**src/sv/blcb_pkg.sv**
```systemverilog
`timescale 1ns / 1ps
// shared types and constants for the battery level light bar colour breather
// no dependencies

package blcb_pkg;

  localparam int unsigned MV_W     = 14;  // millivolt fields and registers
  localparam int unsigned PERIOD_W = 16;  // fade period register
  localparam int unsigned CFG_W    = 16;  // widest register
  localparam int unsigned CH_W     = 8;   // one colour channel
  localparam int unsigned BLEND_QW = 7;   // 2 segment bits and 5 fraction bits

  localparam logic [MV_W-1:0] SWEEP_START_MV = MV_W'(12400);
  localparam logic [MV_W-1:0] SWEEP_END_MV   = MV_W'(9000);
  localparam logic [MV_W-1:0] SWEEP_STEP_MV  = MV_W'(5);
  localparam int unsigned     TICK_MS        = 10;

  localparam logic [MV_W-1:0]     FLOOR_RST   = MV_W'(10000);
  localparam logic [MV_W-1:0]     CEILING_RST = MV_W'(12000);
  localparam logic [PERIOD_W-1:0] PERIOD_RST  = PERIOD_W'(1000);

  typedef enum logic [1:0] {
    CFG_FLOOR   = 2'd0,
    CFG_CEILING = 2'd1,
    CFG_PERIOD  = 2'd2,
    CFG_NONE    = 2'd3
  } cfg_idx_e;

  typedef enum logic [1:0] {
    MODE_DARK  = 2'd0,
    MODE_SOLID = 2'd1,
    MODE_FADE  = 2'd2,
    MODE_RSVD  = 2'd3
  } mode_e;

  typedef enum logic [5:0] {
    S_IDLE = 6'b000001,
    S_PREP = 6'b000010,
    S_CDIV = 6'b000100,
    S_SDIV = 6'b001000,
    S_MUL  = 6'b010000,
    S_DONE = 6'b100000
  } state_e;

  // index 0 red, 1 green, 2 blue
  typedef logic [2:0][CH_W-1:0] rgb_t;

  // colour ramp red, orange, yellow, yellow-green, green
  function automatic logic [CH_W-1:0] ramp_chan(input logic [2:0] idx, input logic [1:0] ch);
    logic [CH_W-1:0] r;
    logic [CH_W-1:0] g;
    r = 8'd0;
    g = 8'd0;
    unique case (idx)
      3'd0:    begin r = 8'd64; g = 8'd0;  end
      3'd1:    begin r = 8'd64; g = 8'd32; end
      3'd2:    begin r = 8'd64; g = 8'd64; end
      3'd3:    begin r = 8'd32; g = 8'd64; end
      default: begin r = 8'd0;  g = 8'd64; end
    endcase
    unique case (ch)
      2'd0:    ramp_chan = r;
      2'd1:    ramp_chan = g;
      default: ramp_chan = 8'd0;
    endcase
  endfunction

endpackage

```
**src/sv/blcb_div.sv**
```systemverilog
`timescale 1ns / 1ps
// iterative restoring divider, one quotient bit per cycle
// dividend bits are shifted in msb first after an initial partial remainder

module blcb_div #(
  parameter int unsigned DvdW = 20,
  parameter int unsigned DivW = 16,
  parameter int unsigned CntW = 5
) (
  input  logic            clk_i,
  input  logic            rst_ni,
  input  logic            start_i,
  input  logic [DivW-1:0] rem_init_i,
  input  logic [DvdW-1:0] dvd_i,
  input  logic [CntW-1:0] steps_i,
  input  logic [DivW-1:0] divisor_i,
  output logic            done_o,
  output logic [DvdW-1:0] quo_o,
  output logic [DivW-1:0] rem_o
);

  logic            busy_q, busy_d;
  logic            done_q, done_d;
  logic [CntW-1:0] cnt_q, cnt_d;
  logic [DivW-1:0] rem_q, rem_d;
  logic [DivW-1:0] dsr_q, dsr_d;
  logic [DvdW-1:0] dvd_q, dvd_d;
  logic [DvdW-1:0] quo_q, quo_d;

  logic [DivW:0]   trial;
  logic [DivW:0]   diff;
  logic            ge;

  assign trial = {rem_q, dvd_q[DvdW-1]};
  assign diff  = trial - {1'b0, dsr_q};
  assign ge    = (trial >= {1'b0, dsr_q});

  always_comb begin
    busy_d = busy_q;
    done_d = 1'b0;
    cnt_d  = cnt_q;
    rem_d  = rem_q;
    dsr_d  = dsr_q;
    dvd_d  = dvd_q;
    quo_d  = quo_q;
    if (start_i) begin
      busy_d = 1'b1;
      cnt_d  = steps_i;
      rem_d  = rem_init_i;
      dsr_d  = divisor_i;
      dvd_d  = dvd_i;
      quo_d  = '0;
    end else if (busy_q) begin
      rem_d = ge ? diff[DivW-1:0] : trial[DivW-1:0];
      dvd_d = {dvd_q[DvdW-2:0], 1'b0};
      quo_d = {quo_q[DvdW-2:0], ge};
      cnt_d = cnt_q - CntW'(1);
      if (cnt_q == CntW'(1)) begin
        busy_d = 1'b0;
        done_d = 1'b1;
      end
    end
  end

  always_ff @(posedge clk_i or negedge rst_ni) begin
    if (!rst_ni) begin
      busy_q <= 1'b0;
      done_q <= 1'b0;
      cnt_q  <= '0;
    end else begin
      busy_q <= busy_d;
      done_q <= done_d;
      cnt_q  <= cnt_d;
    end
  end

  always_ff @(posedge clk_i) begin
    rem_q <= rem_d;
    dsr_q <= dsr_d;
    dvd_q <= dvd_d;
    quo_q <= quo_d;
  end

  assign done_o = done_q;
  assign quo_o  = quo_q;
  assign rem_o  = rem_q;

endmodule

```
**src/sv/battery_level_led_colour_breather.sv**
```systemverilog
`timescale 1ns / 1ps
// Light bar colour from battery voltage with a breathing fade while charging. A word is
// taken only while the block is idle and gives one result word. A dark word needs no
// divider; a solid colour runs the shared divider when the voltage lies between floor and
// ceiling, and a fade word also runs the same divider for the fade step, then the channel
// multiplier for each channel in turn. A new word is taken only after the last has gone
// to the output register, where a finished word waits while the next is taken. Uses
// blcb_pkg and blcb_div.

module battery_level_led_colour_breather #(
  parameter int unsigned LevelFracBits = 16
) (
  input  logic                          clk_i,
  input  logic                          rst_ni,
  input  logic                          cfg_we_i,
  input  logic [1:0]                    cfg_idx_i,
  input  logic [blcb_pkg::CFG_W-1:0]    cfg_wdata_i,
  input  logic                          in_valid_i,
  output logic                          in_ready_o,
  input  logic [blcb_pkg::MV_W-1:0]     battery_mv_i,
  input  logic                          stop_active_i,
  input  logic                          stop_led_lit_i,
  input  logic                          charger_attached_i,
  input  logic                          begin_sweep_i,
  output logic                          out_valid_o,
  input  logic                          out_ready_i,
  output logic [blcb_pkg::CH_W-1:0]     red_o,
  output logic [blcb_pkg::CH_W-1:0]     green_o,
  output logic [blcb_pkg::CH_W-1:0]     blue_o,
  output logic [1:0]                    display_mode_o,
  output logic                          sweep_running_o
);
  import blcb_pkg::*;

  localparam int unsigned LW   = LevelFracBits + 1;
  localparam int unsigned DvdW = LevelFracBits + 4;
  localparam int unsigned CntW = $clog2(DvdW + 1);
  localparam logic [LW-1:0]   LEVEL_ONE     = LW'(1) << LevelFracBits;
  localparam logic [DvdW-1:0] LEVEL_ONE_Q   = DvdW'(1) << LevelFracBits;
  localparam logic [DvdW-1:0] STEP_DIVIDEND = DvdW'(TICK_MS) << LevelFracBits;

  // configuration
  logic [MV_W-1:0]     floor_q, ceil_q;
  logic [PERIOD_W-1:0] period_q;

  always_ff @(posedge clk_i or negedge rst_ni) begin
    if (!rst_ni) begin
      floor_q  <= FLOOR_RST;
      ceil_q   <= CEILING_RST;
      period_q <= PERIOD_RST;
    end else if (cfg_we_i) begin
      unique case (cfg_idx_e'(cfg_idx_i))
        CFG_FLOOR:   floor_q  <= cfg_wdata_i[MV_W-1:0];
        CFG_CEILING: ceil_q   <= cfg_wdata_i[MV_W-1:0];
        CFG_PERIOD:  period_q <= cfg_wdata_i[PERIOD_W-1:0];
        default:     ;
      endcase
    end
  end

  // sequencer and item state
  state_e          state_q, state_d;
  logic [MV_W-1:0] v_q, v_d;
  mode_e           mode_q, mode_d;
  logic            used_q, used_d;
  logic [MV_W-1:0] sweep_mv_q, sweep_mv_d;
  logic            sweep_act_q, sweep_act_d;
  rgb_t            lc_q, lc_d;
  rgb_t            fc_q, fc_d;
  logic [1:0]      chan_q, chan_d;

  // fade state
  logic [LW-1:0]   level_q, level_d;
  logic            rising_q, rising_d;
  logic            armed_q, armed_d;
  rgb_t            latched_q, latched_d;

  // output register
  logic            out_valid_q, out_valid_d;
  rgb_t            out_rgb_q, out_rgb_d;
  mode_e           out_mode_q, out_mode_d;
  logic            out_sweep_q, out_sweep_d;

  // divider hookup
  logic            div_start, div_sel_step, div_done;
  logic [DvdW-1:0] div_quo;
  logic [PERIOD_W-1:0] div_rem;
  logic [PERIOD_W-1:0] div_rem_init, div_divisor;
  logic [DvdW-1:0] div_dvd;
  logic [CntW-1:0] div_steps;

  logic [MV_W-1:0] span, v_off;
  logic            below, above;

  assign span  = ceil_q - floor_q;
  assign v_off = v_q - floor_q;
  assign below = (v_q < floor_q);
  assign above = (v_q >= ceil_q);

  assign div_rem_init = div_sel_step ? '0 : {{(PERIOD_W-MV_W){1'b0}}, v_off};
  assign div_dvd      = div_sel_step ? STEP_DIVIDEND : '0;
  assign div_steps    = div_sel_step ? CntW'(DvdW) : CntW'(BLEND_QW);
  assign div_divisor  = div_sel_step ? period_q : {{(PERIOD_W-MV_W){1'b0}}, span};

  blcb_div #(
    .DvdW (DvdW),
    .DivW (PERIOD_W),
    .CntW (CntW)
  ) u_div (
    .clk_i      (clk_i),
    .rst_ni     (rst_ni),
    .start_i    (div_start),
    .rem_init_i (div_rem_init),
    .dvd_i      (div_dvd),
    .steps_i    (div_steps),
    .divisor_i  (div_divisor),
    .done_o     (div_done),
    .quo_o      (div_quo),
    .rem_o      (div_rem)
  );

  // blend inside a segment: quotient of 128*(v-floor)/span holds the segment
  // in its top two bits and 32*n/span below; ramp steps are 0 or 32
  rgb_t blend_rgb;
  always_comb begin
    logic [1:0]      seg;
    logic [4:0]      frac;
    logic            rnz;
    logic [CH_W-1:0] ca, cb;
    seg  = div_quo[BLEND_QW-1:BLEND_QW-2];
    frac = div_quo[BLEND_QW-3:0];
    rnz  = |div_rem;
    for (int i = 0; i < 3; i++) begin
      ca = ramp_chan({1'b0, seg}, 2'(i));
      cb = ramp_chan({1'b0, seg} + 3'd1, 2'(i));
      if (cb > ca) begin
        blend_rgb[i] = ca + {3'b0, frac};
      end else if (cb < ca) begin
        blend_rgb[i] = ca - {3'b0, frac} - {7'b0, rnz};
      end else begin
        blend_rgb[i] = ca;
      end
    end
  end

  rgb_t clamp_rgb;
  always_comb begin
    for (int i = 0; i < 3; i++) begin
      clamp_rgb[i] = ramp_chan(below ? 3'd0 : 3'd4, 2'(i));
    end
  end

  // fade step and triangle update
  logic [LW-1:0] step;
  logic [LW-1:0] lvl0, lvl1;
  logic          rise0, rise1;

  always_comb begin
    if (period_q == '0 || div_quo > LEVEL_ONE_Q) begin
      step = LEVEL_ONE;
    end else if (div_quo == '0) begin
      step = LW'(1);
    end else begin
      step = div_quo[LW-1:0];
    end
    lvl0  = armed_q ? level_q : '0;
    rise0 = armed_q ? rising_q : 1'b1;
    if (rise0) begin
      lvl1 = (LEVEL_ONE - lvl0 > step) ? lvl0 + step : LEVEL_ONE;
    end else begin
      lvl1 = (lvl0 > step) ? lvl0 - step : '0;
    end
    if (lvl1 == '0 && !rise0) begin
      rise1 = 1'b1;
    end else if (lvl1 == LEVEL_ONE && rise0) begin
      rise1 = 1'b0;
    end else begin
      rise1 = rise0;
    end
  end

  // one shared channel multiplier
  logic [LW+CH_W-1:0] prod;
  assign prod = {{LW{1'b0}}, latched_q[chan_q]} * {{CH_W{1'b0}}, level_q};

  // sweep and mode at accept
  logic [MV_W-1:0] sweep_base, sweep_next;
  logic            sweep_used;
  assign sweep_base = begin_sweep_i ? SWEEP_START_MV : sweep_mv_q;
  assign sweep_used = begin_sweep_i | sweep_act_q;
  assign sweep_next = (sweep_base > SWEEP_END_MV + SWEEP_STEP_MV) ?
                      sweep_base - SWEEP_STEP_MV : SWEEP_END_MV;

  logic out_free;
  assign out_free = !out_valid_q || out_ready_i;

  always_comb begin
    state_d      = state_q;
    v_d          = v_q;
    mode_d       = mode_q;
    used_d       = used_q;
    sweep_mv_d   = sweep_mv_q;
    sweep_act_d  = sweep_act_q;
    lc_d         = lc_q;
    fc_d         = fc_q;
    chan_d       = chan_q;
    level_d      = level_q;
    rising_d     = rising_q;
    armed_d      = armed_q;
    latched_d    = latched_q;
    out_valid_d  = out_valid_q && !out_ready_i;
    out_rgb_d    = out_rgb_q;
    out_mode_d   = out_mode_q;
    out_sweep_d  = out_sweep_q;
    div_start    = 1'b0;
    div_sel_step = 1'b0;

    unique case (state_q)
      S_IDLE: begin
        if (in_valid_i) begin
          v_d    = sweep_used ? sweep_base : battery_mv_i;
          used_d = sweep_used;
          if (sweep_used) begin
            sweep_mv_d  = sweep_next;
            sweep_act_d = (sweep_next != SWEEP_END_MV);
          end
          if (stop_active_i && !stop_led_lit_i) begin
            mode_d = MODE_DARK;
          end else if (charger_attached_i && !stop_active_i) begin
            mode_d = MODE_FADE;
          end else begin
            mode_d = MODE_SOLID;
          end
          state_d = S_PREP;
        end
      end
      S_PREP: begin
        if (mode_q == MODE_DARK) begin
          state_d = S_DONE;
        end else if (!below && !above) begin
          div_start = 1'b1;
          state_d   = S_CDIV;
        end else begin
          lc_d = clamp_rgb;
          if (mode_q == MODE_FADE) begin
            div_start    = 1'b1;
            div_sel_step = 1'b1;
            state_d      = S_SDIV;
          end else begin
            state_d = S_DONE;
          end
        end
      end
      S_CDIV: begin
        if (div_done) begin
          lc_d = blend_rgb;
          if (mode_q == MODE_FADE) begin
            div_start    = 1'b1;
            div_sel_step = 1'b1;
            state_d      = S_SDIV;
          end else begin
            state_d = S_DONE;
          end
        end
      end
      S_SDIV: begin
        if (div_done) begin
          latched_d = armed_q ? latched_q : lc_q;
          level_d   = lvl1;
          rising_d  = rise1;
          armed_d   = (lvl1 != '0);
          chan_d    = 2'd0;
          state_d   = S_MUL;
        end
      end
      S_MUL: begin
        fc_d[chan_q] = prod[LevelFracBits +: CH_W];
        chan_d       = chan_q + 2'd1;
        if (chan_q == 2'd2) begin
          state_d = S_DONE;
        end
      end
      S_DONE: begin
        if (out_free) begin
          out_valid_d = 1'b1;
          out_mode_d  = mode_q;
          out_sweep_d = used_q;
          unique case (mode_q)
            MODE_FADE:  out_rgb_d = fc_q;
            MODE_SOLID: out_rgb_d = lc_q;
            default:    out_rgb_d = '0;
          endcase
          state_d = S_IDLE;
        end
      end
      default: state_d = S_IDLE;
    endcase
  end

  always_ff @(posedge clk_i or negedge rst_ni) begin
    if (!rst_ni) begin
      state_q     <= S_IDLE;
      sweep_mv_q  <= '0;
      sweep_act_q <= 1'b0;
      level_q     <= '0;
      rising_q    <= 1'b1;
      armed_q     <= 1'b0;
      latched_q   <= '0;
      out_valid_q <= 1'b0;
      chan_q      <= '0;
    end else begin
      state_q     <= state_d;
      sweep_mv_q  <= sweep_mv_d;
      sweep_act_q <= sweep_act_d;
      level_q     <= level_d;
      rising_q    <= rising_d;
      armed_q     <= armed_d;
      latched_q   <= latched_d;
      out_valid_q <= out_valid_d;
      chan_q      <= chan_d;
    end
  end

  always_ff @(posedge clk_i) begin
    v_q         <= v_d;
    mode_q      <= mode_d;
    used_q      <= used_d;
    lc_q        <= lc_d;
    fc_q        <= fc_d;
    out_rgb_q   <= out_rgb_d;
    out_mode_q  <= out_mode_d;
    out_sweep_q <= out_sweep_d;
  end

  assign in_ready_o      = (state_q == S_IDLE);
  assign out_valid_o     = out_valid_q;
  assign red_o           = out_rgb_q[0];
  assign green_o         = out_rgb_q[1];
  assign blue_o          = out_rgb_q[2];
  assign display_mode_o  = out_mode_q;
  assign sweep_running_o = out_sweep_q;

endmodule

```
**config.mk**
```make
export PLATFORM = sky130hd
export DESIGN_NAME = battery_level_led_colour_breather
export DESIGN_NICKNAME = d
export VERILOG_FILES = /design/src/sv/blcb_pkg.sv /design/src/sv/blcb_div.sv /design/src/sv/battery_level_led_colour_breather.sv
export SDC_FILE = /design/constraint.sdc
export NUM_CORES = 1
export LEC_CHECK = 0
export BUFFER_PORTS_ARGS = -buffer_cell sky130_fd_sc_hd__buf_2
export CAP_MARGIN = 20
export CORE_ASPECT_RATIO = 1.4
export CORE_MARGIN = 10
export CORE_UTILIZATION = 45
export CTS_CLUSTER_SIZE = 10
export DETAILED_ROUTE_END_ITERATION = 7
export HOLD_SLACK_MARGIN = 0.15
export RECOVER_POWER = 25
export SKIP_CTS_REPAIR_TIMING = 1
export SLEW_MARGIN = 15
export SYNTH_ARGS = -nofsm -noshare
export SYNTH_HDL_FRONTEND = slang
export SYNTH_SLANG_ARGS = --single-unit
```
**constraint.sdc**
```tcl
create_clock -name clk_i -period 6.2 [get_ports clk_i]
set_input_delay 1.24 -clock clk_i [delete_from_list [all_inputs] [get_ports clk_i]]
set_output_delay 1.24 -clock clk_i [all_outputs]
set_load 0.05 [all_outputs]
```
; ---- Word level (Yosys, flattened, before mapping)
; Index checks and enable logic that the tools add are counted.
[classes]
n_eq_ne = 30
n_lt_le_gt_ge = 13
n_addsub = 16
n_bitwise = 2
mux = 72
reduce_logical = 44
multipliers = 1
[op_table]
columns = cell, n
row1 = 2-to-1 mux 17 bit, 6
row2 = one-hot mux 24 bit (2 select lines), 2
row3 = 2-to-1 mux 24 bit, 3
row4 = 2-to-1 mux 14 bit, 5
row5 = 2-to-1 mux 20 bit, 3
row6 = one-hot mux 7 bit (2 select lines), 4
row7 = 2-to-1 mux 16 bit, 3
row8 = 2-to-1 mux 6 bit, 8
row9 = 2-to-1 mux 8 bit, 6
row10 = one-hot mux 6 bit (6 select lines), 1
row11 = greater-than comparator 17 bit, 2
row12 = subtractor 14 bit, 2
row13 = bitwise mux 24 bit, 1
row14 = multiplier 8 x 17 -> 24 bit, 1
row15 = one-hot mux 8 bit (3 select lines), 1
row16 = "greater-than comparator 20 x 17 -> 1 bit, second input constant", 1
row17 = zero test 20 bit, 1
row18 = adder 17 bit, 1
row19 = "== test 17 bit, second input constant", 1
row20 = >= comparator 17 x 16 -> 1 bit, 1
row21 = zero test 17 bit, 1
row22 = 2-to-1 mux 1 bit, 17
row23 = nonzero test 17 bit, 1
row24 = subtractor 17 bit, 1
row25 = 54 further kinds, 105
[word_totals]
ff_bits = 282
out_inout_bits = 29
wordCells = 214

; ---- Depth between registers and ports, before layout
[logic_depth]
word_depth = 10
depth_mapped = 24

; ---- By module
; A second synthesis with hierarchy kept.
[hier_totals]
cells_unflattened = 2116
area_unflattened_um2 = 20542.2
[by_module_without_submodules]
columns = module, seq_area_each_um2, area_each_um2, instances, cells_each
row1 = battery_level_led_colour_breather, 5124.9, 16492.1, 1, 1753
row2 = blcb_div, 2137.0, 4050.1, 1, 363

; ---- Worst setup path after synthesis
; OpenSTA, ideal clock, no wires.
[synth_path]
path_kind = register to register
from = register chan_q[0]
to = register fc_q[15] (netlist name), data pin
n_path_buf = 2
path_slack_ns = 0.262
synth_period_minus_slack_ns = 5.938
setup_ns = 0.269
t_required_ns = 5.931
path_stages_with_launch = 23
arrival_time_ns = 5.669
path_cell_list = dfrtp_1 -> clkbuf_1 -> mux2i_1 -> nor2_1 -> clkbuf_1 -> and2_1 -> fa_1 -> fa_1 -> fa_1 -> inv_1 -> fa_1 -> inv_1 -> ha_1 -> a21o_1 -> a21o_1 -> a21o_1 -> a21o_1 -> a21oi_1 -> a21oi_1 -> a2111oi_0 -> o31ai_1 -> a21oi_1 -> xnor2_1
[synth_via]
word_cells_on_any_way = 9
[synth_rtl]
columns = element, line
row1 = start: declaration, battery_level_led_colour_breather.sv:70  ; logic [1:0] chan_q, chan_d;
row2 = start signal: assignment, battery_level_led_colour_breather.sv:320  ; chan_q <= chan_d;
row3 = binary-select mux 8 bit (select 2 bit), battery_level_led_colour_breather.sv:184  ; assign prod = {{LW{1'b0}}, latched_q[chan_q]} * {{CH_W{1'b0}}, level_q};
row4 = 2-to-1 mux 8 bit (not written as such), battery_level_led_colour_breather.sv:184
row5 = multiplier 8 x 17 -> 24 bit, battery_level_led_colour_breather.sv:184
row6 = via prod[23], battery_level_led_colour_breather.sv:183  ; logic [LW+CH_W-1:0] prod;
row7 = bitwise mux 24 bit, battery_level_led_colour_breather.sv:277  ; fc_d[chan_q] = prod[LevelFracBits +: CH_W];
row8 = end signal: assignment, battery_level_led_colour_breather.sv:329  ; fc_q <= fc_d;
row9 = end: declaration, battery_level_led_colour_breather.sv:69  ; rgb_t fc_q, fc_d;
; The timed path passes the listed nets, and every way through them passes these cells. The select of a mux whose other input is x is not followed.
; A chain may end at the register's enable or synchronous reset.

; ---- Worst setup path in the final report
[layout_path]
from = register chan_q[0]
to = register fc_q[22] (netlist name), data pin
; Same word-level chain as after synthesis.

==> metrics.txt <==
Static Leakage=10.2 nW; internal power=4.43 mW; syn_nets=2351; Cell variety after synth=89; DIE HEIGHT=267 µm; clock tree buffer depth=3; #FFs+latches synth=249; Die W=196 µm; Num CTS Buffers=29; max cap viols=1; run status=complete, but fails checks; mean post-synth cell area=9.55 µm²; # rows=90; global router's overall resource usage=0.190; synth-to-layout area growth=9.26%; IO Port Bufs=69; Initial Utilization=0.455; adder-cell share of the synthesized area=0.203; mapped cell area=19600 µm²; critical path class=reg -> reg; Via-to-Cell Ratio=5.59; Placer Congestion=0.944; DIE AREA=52300 µm²; post-DP HPWL=39.9 mm; vias=14904; Highest Clock Rate=171 MHz; failing checks=capacitance limit, slew limit; Design Power=7.36 mW; Register Area=6750 µm²; CP arrival=6.15 ns; mean routed wirelength per cell=18.8 µm; largest family of logic cells by synthesized area=adder cells; mux cell area share after synthesis=0.0558; share of layout cells above drive strength 1=0.108; Primary FF master, synth=edfxtp_1; drc violations=0; Synth Area in Simple Gates=0.173; crit path launch=chan_q[0]; CP Data Required Time=6.50 ns; XOR/XNOR share of the synthesized area=0.0318; Yosys warning count=0; Slew Limit Fails=62; startpoint types=flip-flop; layout net count=2393; Pwr per Cell Area=344 nW/µm²; post-route ant nets=0; share of the synthesized area in the top cell type=0.183; clock slew at reported path FFs=0.06 ns; number of synthesized flops with an enable pin=119; global-route wire length before repair=81.1 mm; commonest cells after routing, fill and taps aside=226 x inv_1, 190 x nand2_1, 169 x ha_1; Relative slew margins=-1.35; H-tree depth=1; largest net degree at the start of global routing=62; Post-synth ARST share=0.442; drt total wl=50.2 mm; reg2reg start=chan_q[0]; drt initial violations=782; RSZ-0062 raised after global routing=false; Synth area leaders=edfxtp_1 18%, dfrtp_1 12%, ha_1 11%, fa_1 9.5%, inv_1 4.3%; vias in the first global route=15539; Setup TNS Final=0 ns; Seq pwr share=0.344; io pins=70; Synth area leader=edfxtp_1; part of the Yosys area used for sequential elements=0.345; fillers=4095; Ant. Diodes=0; Clk pwr share=0.218; later-pin clock latency in the skew report=0.57 ns; Worst-Margin Slew=3.53 ns; Psw=2.93 mW; final setup vio count=0; initial antenna violation count=0; sw frac=0.399; total congestion overflow=0; Logic pwr share=0.438; commonest non-fill, non-tap cell in the layout=inv_1; CP Max Fanout=6; CTS tree=built; core area=43000 µm²; Hold WS=0.426 ns; Root Driver=clkbuf_16; minimum clock period=5.85 ns; Tightest Hold Check Type=reg -> reg; DR pass1 iterations=5; VDD IR max=0.288 mV; final worst clock skew=0.0182 ns; multi-input logic area=11600 µm²; period utilization=0.944; area fraction in compound gates after synthesis=0.129; Final Hold Vio Count=0; Hold Crit Start=used_q; Crit. End Element=flip-flop; Post-Synthesis Cells=2048; Clock Sinks=249
critical path, cell delays in order, from the launching register on:
cell,delay [ns]
dfrtp_1,0.40
buf_4,0.18
mux2i_1,0.12
nor2_1,0.28
and2_1,0.20
fa_1,0.46
fa_1,0.53
fa_1,0.55
inv_1,0.06
fa_1,0.53
inv_1,0.04
ha_1,0.30
a21o_1,0.16
a21o_1,0.16
a21o_1,0.17
a21o_1,0.16
a21oi_1,0.18
a21oi_1,0.16
a2111oi_2,0.38
buf_4,0.17
o31ai_1,0.08
buf_4,0.15
xor2_2,0.16
cell type report:
cell class                 count  area share
sequential                   249       0.316
tap                          552      0.0323
clock buffer                  52      0.0390
timing repair buffer          96      0.0253
inverter                     226      0.0397
clock inverter                 2     0.00234
multi-input combinational   1488       0.545
per-stage QoR:
| stage | util | cells | setup slack, ns | instance area, µm² |
|---|---|---|---|---|
| CTS | 0.496 | 2665 | 0.0778 | 21400 |
| global route | 0.497 | 2665 | 0.00468 | 21400 |
| floorplan | - | 2048 | 0.262 | 19600 |
| global placement | 0.476 | 2610 | 0.222 | 20500 |
| finish | 0.497 | 2665 | 0.349 | 21400 |
| detailed placement | 0.476 | 2611 | 0.141 | 20500 |
layer usage:
metal / global-route usage / part of all wire
met1: 0.205 / 0.38
met2: 0.363 / 0.54
met3: 0.0171 / 0.025
met4: 0.0881 / 0.047
met5: 0 / 0
kinds of logic after synthesis:
group,Yosys count
simple gates,676
xor+xnor,71
mux,102
flops,249
buf+inv,311
fa+ha+maj,262
compound gates,376
other cells,1
Yosys cell counts, types with 21 or more instances:
cell / number
clkbuf_1: 66
nand2_1: 190
inv_1: 226
dfrtp_1: 90
nand2b_1: 27
mux2_2: 52
and3_1: 25
ha_1: 169
o21ai_0: 91
nor4_1: 23
fa_1: 93
a21o_1: 23
mux2i_1: 49
nor2b_1: 24
and2_1: 116
a21oi_1: 88
xnor2_1: 41
xor2_1: 30
edfxtp_1: 119
nor2_1: 142
nand3_1: 21
nor3_1: 43
sequential cells by signal, summed over array words and instances, names as in the netlist, 2 cells and up:
signal          count
ceil_q             14
fc_q               24
sweep_mv_q         14
u_div.dsr_q        16
u_div.dvd_q         3
red_o               8
level_q            17
display_mode_o      2
u_div.rem_o        16
chan_q              2
green_o             8
mode_q              2
period_q           16
blue_o              8
lc_q               16
state_q             6
floor_q            14
latched_q          16
u_div.cnt_q         5
v_q                14
u_div.quo_o        20
power by group through the flow:
stage | registers (mW) | clock network [mW] | logic [mW]
after global placement | 2.56 | 0 | 3.13
final | 2.53 | 1.61 | 3.22
after global routing | 2.57 | 1.72 | 3.60
after floorplan | 2.41 | 0 | 2.49
after detailed placement | 2.56 | 0 | 3.21
after CTS | 2.53 | 1.65 | 3.22
path summary, 6_finish.rpt:
path / endpoint / cells after the start / slack (ns)
worst min-delay path: sweep_running_o / 0 / 0.43
max in group asynchronous: level_q[4] / 2 / 1.63
min in group asynchronous: period_q[0] / 1 / 1.87
worst min register to register: sweep_running_o / 0 / 0.43
worst max-delay path: fc_q[22] / 22 / 0.35
worst max register to register: fc_q[22] / 22 / 0.35
Power figures use the tool's default switching activity.
